File: src/rtl/core/sc1dec_pkg.sv
`timescale 1ns / 1ps
// ----------------------------------------------------------------------------
// sc1dec_pkg
// constants and the US key map for the scan code set 1 decoder
// ----------------------------------------------------------------------------
package sc1dec_pkg;

  localparam logic [7:0] PREFIX_EXT = 8'hE0;

  // key codes with bit 7 removed
  localparam logic [6:0] SC_LSHIFT = 7'h2A;
  localparam logic [6:0] SC_RSHIFT = 7'h36;
  localparam logic [6:0] SC_CTRL   = 7'h1D;
  localparam logic [6:0] SC_ALT    = 7'h38;
  localparam logic [6:0] SC_CAPS   = 7'h3A;
  localparam logic [6:0] SC_NUM    = 7'h45;
  localparam logic [6:0] SC_SCROLL = 7'h46;

  localparam logic [7:0] ASC_BS  = 8'h08;
  localparam logic [7:0] ASC_TAB = 8'h09;
  localparam logic [7:0] ASC_LF  = 8'h0A;
  localparam logic [7:0] ASC_GRV = 8'h60;

  // lower / upper US map, zero where the key gives no character
  function automatic logic [6:0] sc1dec_char(input logic [6:0] key, input logic upper);
    logic [7:0] c;
    c = 8'h00;
    case (key)
      7'h02: c = upper ? "!" : "1";
      7'h03: c = upper ? "@" : "2";
      7'h04: c = upper ? "#" : "3";
      7'h05: c = upper ? "$" : "4";
      7'h06: c = upper ? "%" : "5";
      7'h07: c = upper ? "^" : "6";
      7'h08: c = upper ? "&" : "7";
      7'h09: c = upper ? "*" : "8";
      7'h0A: c = upper ? "(" : "9";
      7'h0B: c = upper ? ")" : "0";
      7'h0C: c = upper ? "_" : "-";
      7'h0D: c = upper ? "+" : "=";
      7'h0E: c = ASC_BS;
      7'h0F: c = ASC_TAB;
      7'h10: c = upper ? "Q" : "q";
      7'h11: c = upper ? "W" : "w";
      7'h12: c = upper ? "E" : "e";
      7'h13: c = upper ? "R" : "r";
      7'h14: c = upper ? "T" : "t";
      7'h15: c = upper ? "Y" : "y";
      7'h16: c = upper ? "U" : "u";
      7'h17: c = upper ? "I" : "i";
      7'h18: c = upper ? "O" : "o";
      7'h19: c = upper ? "P" : "p";
      7'h1A: c = upper ? "{" : "[";
      7'h1B: c = upper ? "}" : "]";
      7'h1C: c = ASC_LF;
      7'h1E: c = upper ? "A" : "a";
      7'h1F: c = upper ? "S" : "s";
      7'h20: c = upper ? "D" : "d";
      7'h21: c = upper ? "F" : "f";
      7'h22: c = upper ? "G" : "g";
      7'h23: c = upper ? "H" : "h";
      7'h24: c = upper ? "J" : "j";
      7'h25: c = upper ? "K" : "k";
      7'h26: c = upper ? "L" : "l";
      7'h27: c = upper ? ":" : ";";
      7'h28: c = upper ? "\"" : "'";
      7'h29: c = upper ? "~" : ASC_GRV;
      7'h2B: c = upper ? "|" : "\\";
      7'h2C: c = upper ? "Z" : "z";
      7'h2D: c = upper ? "X" : "x";
      7'h2E: c = upper ? "C" : "c";
      7'h2F: c = upper ? "V" : "v";
      7'h30: c = upper ? "B" : "b";
      7'h31: c = upper ? "N" : "n";
      7'h32: c = upper ? "M" : "m";
      7'h33: c = upper ? "<" : ",";
      7'h34: c = upper ? ">" : ".";
      7'h35: c = upper ? "?" : "/";
      7'h37: c = "*";
      7'h39: c = " ";
      7'h47: c = "7";
      7'h48: c = "8";
      7'h49: c = "9";
      7'h4A: c = "-";
      7'h4B: c = "4";
      7'h4C: c = "5";
      7'h4D: c = "6";
      7'h4E: c = "+";
      7'h4F: c = "1";
      7'h50: c = "2";
      7'h51: c = "3";
      7'h52: c = "0";
      7'h53: c = ".";
      default: c = 8'h00;
    endcase
    return c[6:0];
  endfunction

endpackage

File: src/rtl/core/scancode_set1_to_ascii_decoder.sv
`timescale 1ns / 1ps
// ----------------------------------------------------------------------------
// scancode_set1_to_ascii_decoder
// scan code set 1 bytes to ascii with modifier and lock tracking
// ----------------------------------------------------------------------------
// usage:
//   in_valid / in_ready carry one received scan code byte per request.
//   out_valid / out_ready carry exactly one result request per input byte,
//   in order: the ascii code (zero when none), the led write strobe, the led
//   mask and the modifier and lock flags as they stand after that byte.
//   a byte accepted on in_valid / in_ready is registered in the input stage,
//   decoded combinationally from that register and loaded into the result
//   register when that register is free.
//   throughput: one byte per cycle while out_ready holds; the decode is one
//   table lookup and a few flag updates between the two registers.
//   the flags update when a byte moves from the input stage to the result
//   register, so bytes take effect strictly in arrival order.
//   reset (rst_n low, synchronous) clears all flags, the led mask and both
//   valid bits.
//   when the receiver stalls, the result register holds and the input stage
//   keeps one more byte; in_ready drops only when both are full.
// ----------------------------------------------------------------------------
module scancode_set1_to_ascii_decoder
  import sc1dec_pkg::*;
(
  input  logic       clk,
  input  logic       rst_n,
  input  logic       in_valid,
  output logic       in_ready,
  input  logic [7:0] in_scancode,
  output logic       out_valid,
  input  logic       out_ready,
  output logic [6:0] out_char_code,
  output logic       out_char_valid,
  output logic       out_led_write,
  output logic [2:0] out_led_mask,
  output logic       out_shift_held,
  output logic       out_ctrl_held,
  output logic       out_alt_held,
  output logic       out_caps_lock_on,
  output logic       out_num_lock_on,
  output logic       out_scroll_lock_on,
  output logic       out_key_released
);

  // input stage
  logic       in_vld_r;
  logic [7:0] in_code_r;

  // result register
  logic       out_vld_r;
  logic [6:0] char_r;
  logic       char_vld_r;
  logic       led_wr_r;
  logic       rel_r;

  // modifier and lock state; the led mask is {caps, num, scroll}, wired
  // straight from the lock flags
  logic shift_r, ctrl_r, alt_r, caps_r, num_r, scroll_r;
  logic shift_nxt, ctrl_nxt, alt_nxt, caps_nxt, num_nxt, scroll_nxt;

  logic [6:0] key;
  logic       is_prefix;
  logic [6:0] char_nxt;
  logic       led_wr_nxt;
  logic       rel_nxt;
  logic       load_out;

  // the result register takes a new request when it is empty or being drained
  assign load_out = in_vld_r && (!out_vld_r || out_ready);
  assign in_ready = !in_vld_r || load_out;

  assign key       = in_code_r[6:0];
  assign is_prefix = (in_code_r == PREFIX_EXT);

  // decode of the byte in the input stage
  always_comb begin
    shift_nxt  = shift_r;
    ctrl_nxt   = ctrl_r;
    alt_nxt    = alt_r;
    caps_nxt   = caps_r;
    num_nxt    = num_r;
    scroll_nxt = scroll_r;
    char_nxt   = 7'd0;
    led_wr_nxt = 1'b0;
    rel_nxt    = 1'b0;
    if (!is_prefix) begin
      if (in_code_r[7]) begin
        // release: only held modifiers react
        rel_nxt = 1'b1;
        case (key)
          SC_LSHIFT, SC_RSHIFT: shift_nxt = 1'b0;
          SC_CTRL:              ctrl_nxt  = 1'b0;
          SC_ALT:               alt_nxt   = 1'b0;
          default: ;
        endcase
      end else begin
        case (key)
          SC_LSHIFT, SC_RSHIFT: shift_nxt = 1'b1;
          SC_CTRL:              ctrl_nxt  = 1'b1;
          SC_ALT:               alt_nxt   = 1'b1;
          SC_CAPS: begin
            caps_nxt   = !caps_r;
            led_wr_nxt = 1'b1;
          end
          SC_NUM: begin
            num_nxt    = !num_r;
            led_wr_nxt = 1'b1;
          end
          SC_SCROLL: begin
            scroll_nxt = !scroll_r;
            led_wr_nxt = 1'b1;
          end
          // keys at or above the end of the map fall to zero in the lookup
          default: char_nxt = sc1dec_char(key, shift_r ^ caps_r);
        endcase
      end
    end
  end

  always_ff @(posedge clk) begin
    if (!rst_n) begin
      in_vld_r  <= 1'b0;
      out_vld_r <= 1'b0;
      shift_r   <= 1'b0;
      ctrl_r    <= 1'b0;
      alt_r     <= 1'b0;
      caps_r    <= 1'b0;
      num_r     <= 1'b0;
      scroll_r  <= 1'b0;
    end else begin
      if (in_ready) begin
        in_vld_r <= in_valid;
      end
      if (load_out) begin
        out_vld_r <= 1'b1;
        shift_r   <= shift_nxt;
        ctrl_r    <= ctrl_nxt;
        alt_r     <= alt_nxt;
        caps_r    <= caps_nxt;
        num_r     <= num_nxt;
        scroll_r  <= scroll_nxt;
      end else if (out_ready) begin
        out_vld_r <= 1'b0;
      end
    end
  end

  // payload registers
  always_ff @(posedge clk) begin
    if (in_ready && in_valid) begin
      in_code_r <= in_scancode;
    end
    if (load_out) begin
      char_r     <= char_nxt;
      char_vld_r <= (char_nxt != 7'd0);
      led_wr_r   <= led_wr_nxt;
      rel_r      <= rel_nxt;
    end
  end

  assign out_valid          = out_vld_r;
  assign out_char_code      = char_r;
  assign out_char_valid     = char_vld_r;
  assign out_led_write      = led_wr_r;
  assign out_led_mask       = {caps_r, num_r, scroll_r};
  assign out_shift_held     = shift_r;
  assign out_ctrl_held      = ctrl_r;
  assign out_alt_held       = alt_r;
  assign out_caps_lock_on   = caps_r;
  assign out_num_lock_on    = num_r;
  assign out_scroll_lock_on = scroll_r;
  assign out_key_released   = rel_r;

endmodule

File: config.mk
export PLATFORM = sky130hd
export DESIGN_NAME = scancode_set1_to_ascii_decoder
export DESIGN_NICKNAME = d
export VERILOG_FILES = /design/src/rtl/core/sc1dec_pkg.sv /design/src/rtl/core/scancode_set1_to_ascii_decoder.sv
export SDC_FILE = /design/constraint.sdc
export NUM_CORES = 1
export LEC_CHECK = 0
export BUFFER_PORTS_ARGS = -buffer_cell sky130_fd_sc_hd__buf_2
export CAP_MARGIN = 15
export CELL_PAD_IN_SITES_DETAIL_PLACEMENT = 2
export CELL_PAD_IN_SITES_GLOBAL_PLACEMENT = 2
export CORE_ASPECT_RATIO = 1.2
export CORE_MARGIN = 1
export CORE_UTILIZATION = 35
export CTS_CLUSTER_SIZE = 10
export DETAILED_ROUTE_END_ITERATION = 10
export PLACE_DENSITY_LB_ADDON = 0.1
export SYNTH_ARGS = -nofsm -noshare
export SYNTH_HDL_FRONTEND = slang
export SYNTH_SLANG_ARGS = --single-unit
File: constraint.sdc
create_clock -name clk -period 2.3 [get_ports clk]
set_clock_uncertainty 0.1 [all_clocks]
set_input_delay 0.115 -clock clk [delete_from_list [all_inputs] [get_ports clk]]
set_output_delay 0.115 -clock clk [all_outputs]
set_load 0.005 [all_outputs]
==> flow_metrics.tcl, run 1 <==
set metrics [dict create \
    syn_nets 374 \
    dpl.hpwl_mm 10.8 \
    syn2layout_area_growth_pct 44.6 \
    ir_drop_mv 0.226 \
    crit_top_cell "buf_4" \
    pwr-share-seq_pct 34.7 \
    tightest_slew_ns 0.675 \
    p_switching_uw 579 \
    setup_viol 8 \
    critPathArrivalTime_ns 2.62 \
    critPathKind "flop to flop" \
    worst_hold_path_type "primary input to flop" \
    grt.busiest_layer "met2" \
    crit_fanout 28 \
    synthCells 362 \
    use_met3_pct 6.31 \
    use_met2_pct 75.3 \
    failed_checks "negative setup slack" \
    cts_sinks 26 \
    grt_usage_pct 42.9 \
    htreeDepth 1 \
    fillers 824 \
    grt_overflow_total 0 \
    insertion_delay_ns 0.29 \
    vias 3898 \
    drtIter0Drc 356 \
    dp_slack_ns -0.333 \
    ys_seq_elements 26 \
    hold_viol 0 \
    ios 33 \
    grt_max_degree 29 \
    die_x_um 83.5 \
    power_density_mw_per_mm2 391 \
    viasPerCell 7.11 \
    drc 0 \
    avgSynthCellArea_um2 7.70 \
    cts_tree "yes" \
    leakage_nw 1.55 \
    synthArstFlopShare_pct 0 \
    clk_pin_slew_ns 0.12 \
    synth_top_area_cell "edfxtp_1" \
    fmaxAchievable_mhz 386 \
    ys_types 68 \
    path_cells "buf_12 -> buf_4 -> nor2_1 -> buf_4 -> a21oi_1 -> or4_1 -> a41oi_1" \
    initial_utilization_pct 36.2 \
    use_met1_pct 48.2 \
    start_kind "flop" \
    min_period_over_period_pct 113 \
    antenna_cells_inserted 0 \
    crit_slowest_cell "or4_1" \
    synth-seq-area-share_pct 25.1 \
    p_clk_share_pct 26.0 \
    post-route-worst-setup-slack_ns -0.292 \
    yosysWarnings 0 \
    grt_pass1_wl_mm 26.4 \
    end_kind "flop" \
    post_drt_wl_per_cell_um 36.0 \
    yosys.area.top_type_share_pct 19.4 \
    drt_pass1_iterations 5 \
    cts_root_buf "clkbuf_8" \
    maxCapViolations 0 \
    run_status "complete, but fails checks" \
    io_buffers 32 \
    synthesis.area_mm2 0.00279 \
    num_rows 35 \
    fin_util_pct 52.3 \
    synth_top_flop_cell "edfxtp_1" \
    layout_min_cycle_time_ns 2.59 \
    swShare_pct 36.8 \
    clock_path_buffers 2 \
    combPwrFrac_pct 39.3 \
    place.gp.congestion 1.01 \
    grt_pass1_vias 4125 \
    worstPathRequired_ns 2.33 \
    dieArea_mm2 0.00832 \
    drive_gt1_share_pct 39.9 \
    core_mm2 0.00771 \
    synthTopCellsByArea "edfxtp_1 (19%), dfxtp_1 (5.7%), buf_2 (5.0%), a21oi_1 (4.5%), nand2_1 (3.9%)" \
    fp.dieH_um 99.7 \
    final_cell_mix "buf_4 (90), buf_2 (32), nand2_1 (28)" \
    antenna_found_initial 0 \
    relSlewSlack_pct 54.9 \
    cts_buffers 3 \
    wirelength_mm 19.7 \
    postRouteAntennaNets 0 \
    synth-edff-count 18 \
    slew_violations 0 \
    critPathMaxStageDelay_ns 0.53 \
    p_int_uw 996 \
    rsz0062_at_grt "true" \
    finalNetCount 469 \
    layout_commonest_cell "buf_4" \
]
-- metal layers --
layer	vias to the layer above	share of wire, %
li1	1564	-
met1	1870	35
met2	334	47
met3	130	9.0
met4	0	9.1
met5	-	0
-- cell usage after synthesis, types with 3 or more instances --
master      n
nand2_1    29
buf_2      28
nor2_1     26
a21oi_1    25
edfxtp_1   18
o21ai_0    16
nor2b_1    14
nand2b_1   11
inv_1       9
nand3_1     9
a211oi_1    8
a22oi_1     8
dfxtp_1     8
nor3_1      8
nor3b_1     8
nor4_1      8
clkbuf_1    7
xnor2_1     7
and2_1      6
o31ai_1     6
a31oi_1     5
a41oi_1     5
buf_4       5
nand4_1     5
a32oi_1     4
and3b_1     4
a2111oi_0   3
a311oi_1    3
nor4b_1     3
nor4bb_1    3
o21a_1      3
o22ai_1     3
o32ai_1     3
or2_2       3
or3_1       3
-- cell families after synthesis --
logic type                share of synthesized area [%]
DFF                                                25.1
muxes                                             0.718
and+or+nand+nor                                    31.2
xor gates and xnor gates                           2.83
AOI/OAI and AO/OA                                  30.3
buffers and inverters                              9.79
-- stage by stage --
step | cell area, um2 | hold slack (ns) | power (mW) | setup TNS, ns | instances
floorplan | 2790 | 0.114 | 0.801 | 0 | 362
global placement | 3500 | 0.192 | 0.999 | -0.476 | 528
detailed placement | 3500 | 0.194 | 1.02 | -0.675 | 528
CTS | 3760 | 0.0542 | 1.46 | -0.0642 | 545
global route | 4030 | 0.141 | 1.60 | -1.65 | 548
finish | 4030 | 0.109 | 1.58 | -1.31 | 548
-- power by group through the flow --
stage | Sequential (mW) | Clock (mW) | Combinational, mW
6_report | 0.547 | 0.409 | 0.619
5_1_grt | 0.549 | 0.423 | 0.631
4_1_cts | 0.543 | 0.411 | 0.501
3_5_place_dp | 0.554 | 0 | 0.464
3_3_place_gp | 0.551 | 0 | 0.447
2_1_floorplan | 0.546 | 0 | 0.255
-- registers in the layout, indices dropped and copies added, names as in the netlist --
name	count
out_key_released	1
out_alt_held	1
out_scroll_lock_on	1
out_char_code	7
in_code_r	8
out_valid	1
out_ctrl_held	1
out_char_valid	1
in_vld_r	1
out_shift_held	1
out_caps_lock_on	1
out_num_lock_on	1
out_led_write	1
-- worst paths after layout --
kind	startpoint	to	cells after the start	slack, ns
max	in_code_r[0]	out_char_code[2]	7	-0.29
min	rst_n	out_caps_lock_on	3	0.11
max reg2reg	in_code_r[0]	out_char_code[2]	7	-0.29
min reg2reg	out_ctrl_held	out_ctrl_held	2	0.46
-- what timing repair did --
action | in CTS | in global routing
hold endpoints to repair | 9 | 0
endpoints found under the setup margin | 6 | 11
hold buffers | 9 | 0
setup buffers | 4 | 3
gates resized for setup | 16 | 45
pin swaps | 2 | 7
-- critical path: cells and delay by family, from the launching register on --
kind                   cells  cell delay [ns]
and+or+nand+nor            2             0.95
buffers and inverters      3             0.60
AOI/OAI and AO/OA          2             0.33
DFF                        1             0.44
-- cell type report --
class,count,area (um2),area share [%]
flip-flops and latches,26,701,17.4
multi-input cells,282,2120,52.5
inverters,9,33.8,0.839
well taps,92,115,2.86
repair buffers,135,992,24.6
clock inverters,1,30.0,0.745
clock buffers,3,41.3,1.02
Note: power is estimated with default switching activity, not from simulation.
==> run 2, diff against run 1 <==
--- a/config.mk
+++ b/config.mk
@@ -5,13 +5,15 @@
 export SDC_FILE = /design/constraint.sdc
 export NUM_CORES = 1
 export LEC_CHECK = 0
+export ABC_AREA = 1
 export BUFFER_PORTS_ARGS = -buffer_cell sky130_fd_sc_hd__buf_2
 export CAP_MARGIN = 15
 export CELL_PAD_IN_SITES_DETAIL_PLACEMENT = 2
 export CELL_PAD_IN_SITES_GLOBAL_PLACEMENT = 2
 export CORE_ASPECT_RATIO = 1.2
 export CORE_MARGIN = 1
-export CORE_UTILIZATION = 35
+export CORE_UTILIZATION = 30
+export CTS_BUF_LIST = sky130_fd_sc_hd__clkbuf_8 sky130_fd_sc_hd__clkbuf_16
 export CTS_CLUSTER_SIZE = 10
 export DETAILED_ROUTE_END_ITERATION = 10
 export PLACE_DENSITY_LB_ADDON = 0.1
==> flow_metrics.tcl, run 2 <==
set metrics [dict create \
    vias 2922 \
    avgSynthCellArea_um2 5.89 \
    clock_path_buffers 2 \
    wirelength_mm 11.2 \
    post-route-worst-setup-slack_ns 0.154 \
    cts_sinks 26 \
    cts_buffers 3 \
    setup_viol 0 \
    io_buffers 32 \
    largest_reg_flops 8 \
    post_drt_wl_per_cell_um 20.7 \
    layout_min_cycle_time_ns 2.15 \
    grt_pass1_vias 3196 \
    dieArea_mm2 0.00805 \
    multi_input_area_mm2 0.00144 \
    relSlewSlack_pct 60.2 \
    synth_top_flop_cell "edfxtp_1" \
    critPathArrivalTime_ns 2.08 \
    yosysWarnings 0 \
    start_kind "flop" \
    path_cells "inv_2 -> nor2_4 -> nand2_2 -> nand2_1 -> nand2_1 -> nand2_1 -> nor2_2 -> nand4_1 -> nor2_1 -> nor2_1" \
    grt_overflow_total 0 \
    worstPathRequired_ns 2.23 \
    worst_hold_path_type "primary input to flop" \
    rsz0062_at_grt "true" \
    die_x_um 82.1 \
    synthTopCellsByArea "edfxtp_1 (23%), nand2_1 (18%), nor2_1 (17%), nand3_1 (8.0%), dfxtp_1 (6.9%)" \
    ir_drop_mv 0.251 \
    critPathMaxStageDelay_ns 0.51 \
    drc 0 \
    leakage_nw 1.48 \
    maxCapViolations 0 \
    core_mm2 0.00736 \
    hold_ws_ns 0.0246 \
    htreeDepth 1 \
    yosys.cell_count.top_type "nand2_1" \
    run_status "finished, final reports clean" \
    postRouteAntennaNets 0 \
    synthArstFlopShare_pct 0 \
    ys_seq_elements 26 \
    crit_top_cell "nand2_1" \
    crit_fanout 8 \
    slew_violations 0 \
    crit_slowest_cell "edfxtp_1" \
    drt_pass1_iterations 4 \
    synth-seq-area-share_pct 30.4 \
    insertion_delay_ns 0.28 \
    final_cell_mix "nand2_1 (108), nor2_1 (100), nand3_1 (36)" \
    antenna_found_initial 0 \
    syn2layout_area_growth_pct 25.5 \
    fp.dieH_um 98.1 \
    drtIter0Drc 164 \
    cts_root_buf "clkbuf_8" \
    critPathKind "flop to flop" \
    fmaxAchievable_mhz 466 \
    yosys.area.top_type_share_pct 23.4 \
    layout_commonest_cell "nand2_1" \
    tightest_slew_ns 0.592 \
    finalNetCount 466 \
    syn_nets 404 \
    cts_tree "yes" \
    grt_usage_pct 30.0 \
    ys_types 28 \
    ff_latch_area_um2 701 \
    power_density_mw_per_mm2 414 \
    cp_top_family "simple AND/OR/NAND/NOR gates" \
    path_buf_inv 1 \
    num_rows 34 \
    dpl.hpwl_mm 8.94 \
    grt_pass1_wl_mm 17.5 \
    ios 33 \
    initial_utilization_pct 31.3 \
    synthesis.area_mm2 0.00231 \
    hold_viol 0 \
    synthCells 392 \
    synth_common_cells "nand2_1 (110), nor2_1 (102), nand3_1 (37)" \
    synth_top_area_cell "edfxtp_1" \
    dp_slack_ns 0.00247 \
    clk_pin_slew_ns 0.10 \
    grt_max_degree 16 \
    place.gp.congestion 0.978 \
    synth-edff-count 18 \
    fillers 953 \
    end_kind "flop" \
    regMostFlops "in_code_r" \
    min_period_over_period_pct 93.3 \
    antenna_cells_inserted 0 \
    power_mw 1.20 \
    drive_gt1_share_pct 17.9 \
    viasPerCell 5.38 \
]
==> run 2: cell types whose count changed in the layout (fill, tap and decap cells not counted), sizes merged, moves of 8 or more <==
cell,delta
nand3,+29
a21oi,-12
a22oi,-9
nor2b,-14
nand2b,-11
inv,+28
nor2,+80
buf,-70
nand2,+83
nor3b,-8
==> run 2: layout make-up <==
type	instances	share of cell area, %
clock inverter	1	1.04
inverter	37	4.80
sequential	26	24.2
tap	90	3.89
multi-input combinational	321	49.8
clock buffer	3	1.43
timing repair buffer	65	14.9
==> run 2: worst min-delay path, stage by stage <==
cell and delay, ns:
buf_2 0.10, nand2_1 0.08, a21oi_1 0.06
==> run 2: final timing paths <==
path	start	to	slack [ns]	cells after the start
worst min register to register	out_alt_held	out_alt_held	0.38	2
worst max register to register	in_code_r[2]	out_char_code[6]	0.15	10
worst max-delay path	in_code_r[2]	out_char_code[6]	0.15	10
worst min-delay path	in_valid	in_vld_r	0.02	3
==> run 2: power by group <==
part	internal [mW]	switching, mW	total [mW]
Clock	0.233	0.164	0.397
Combinational	0.0881	0.171	0.259
Sequential	0.526	0.0175	0.544
Total	0.848	0.352	1.20
==> run 2: metrics by stage <==
stage / cell area, um2 / cells / util (%) / TNS [ns]
2_1_floorplan: 2310 / 392 / - / 0
3_3_place_gp: 2700 / 529 / 36.7 / 0
3_5_place_dp: 2700 / 529 / 36.7 / 0
4_1_cts: 2870 / 542 / 38.9 / 0
5_1_grt: 2900 / 543 / 39.3 / -0.0259
6_report: 2900 / 543 / 39.3 / 0
==> run 2: routing by layer <==
| layer | GRT usage [%] | vias up | part of all wire [%] |
|---|---|---|---|
| met1 | 34.9 | 1418 | 41 |
| met3 | 3.46 | 30 | 3.2 |
| li1 | - | 1402 | - |
| met5 | 0 | - | 0 |
| met2 | 53.4 | 72 | 51 |
| met4 | 13.2 | 0 | 4.3 |
==> run 2: what timing repair did <==
action,in CTS,in global routing
setup endpoints to repair,1,7
gates resized for setup,1,9
buffers inserted,0,1
hold endpoints to repair,10,0
hold buffers,9,0
pin swaps,0,0
==> run 2: kinds of logic (layout without fill, tap and decap cells) <==
kind of cell,after synthesis,count (layout),share of synthesized area [%]
AO/OA/AOI/OAI,41,41,9.65
XOR/XNOR,1,1,0.705
buffers and inverters,45,106,8.24
AND/OR/NAND/NOR,279,279,51.0
flip-flops,26,26,30.4
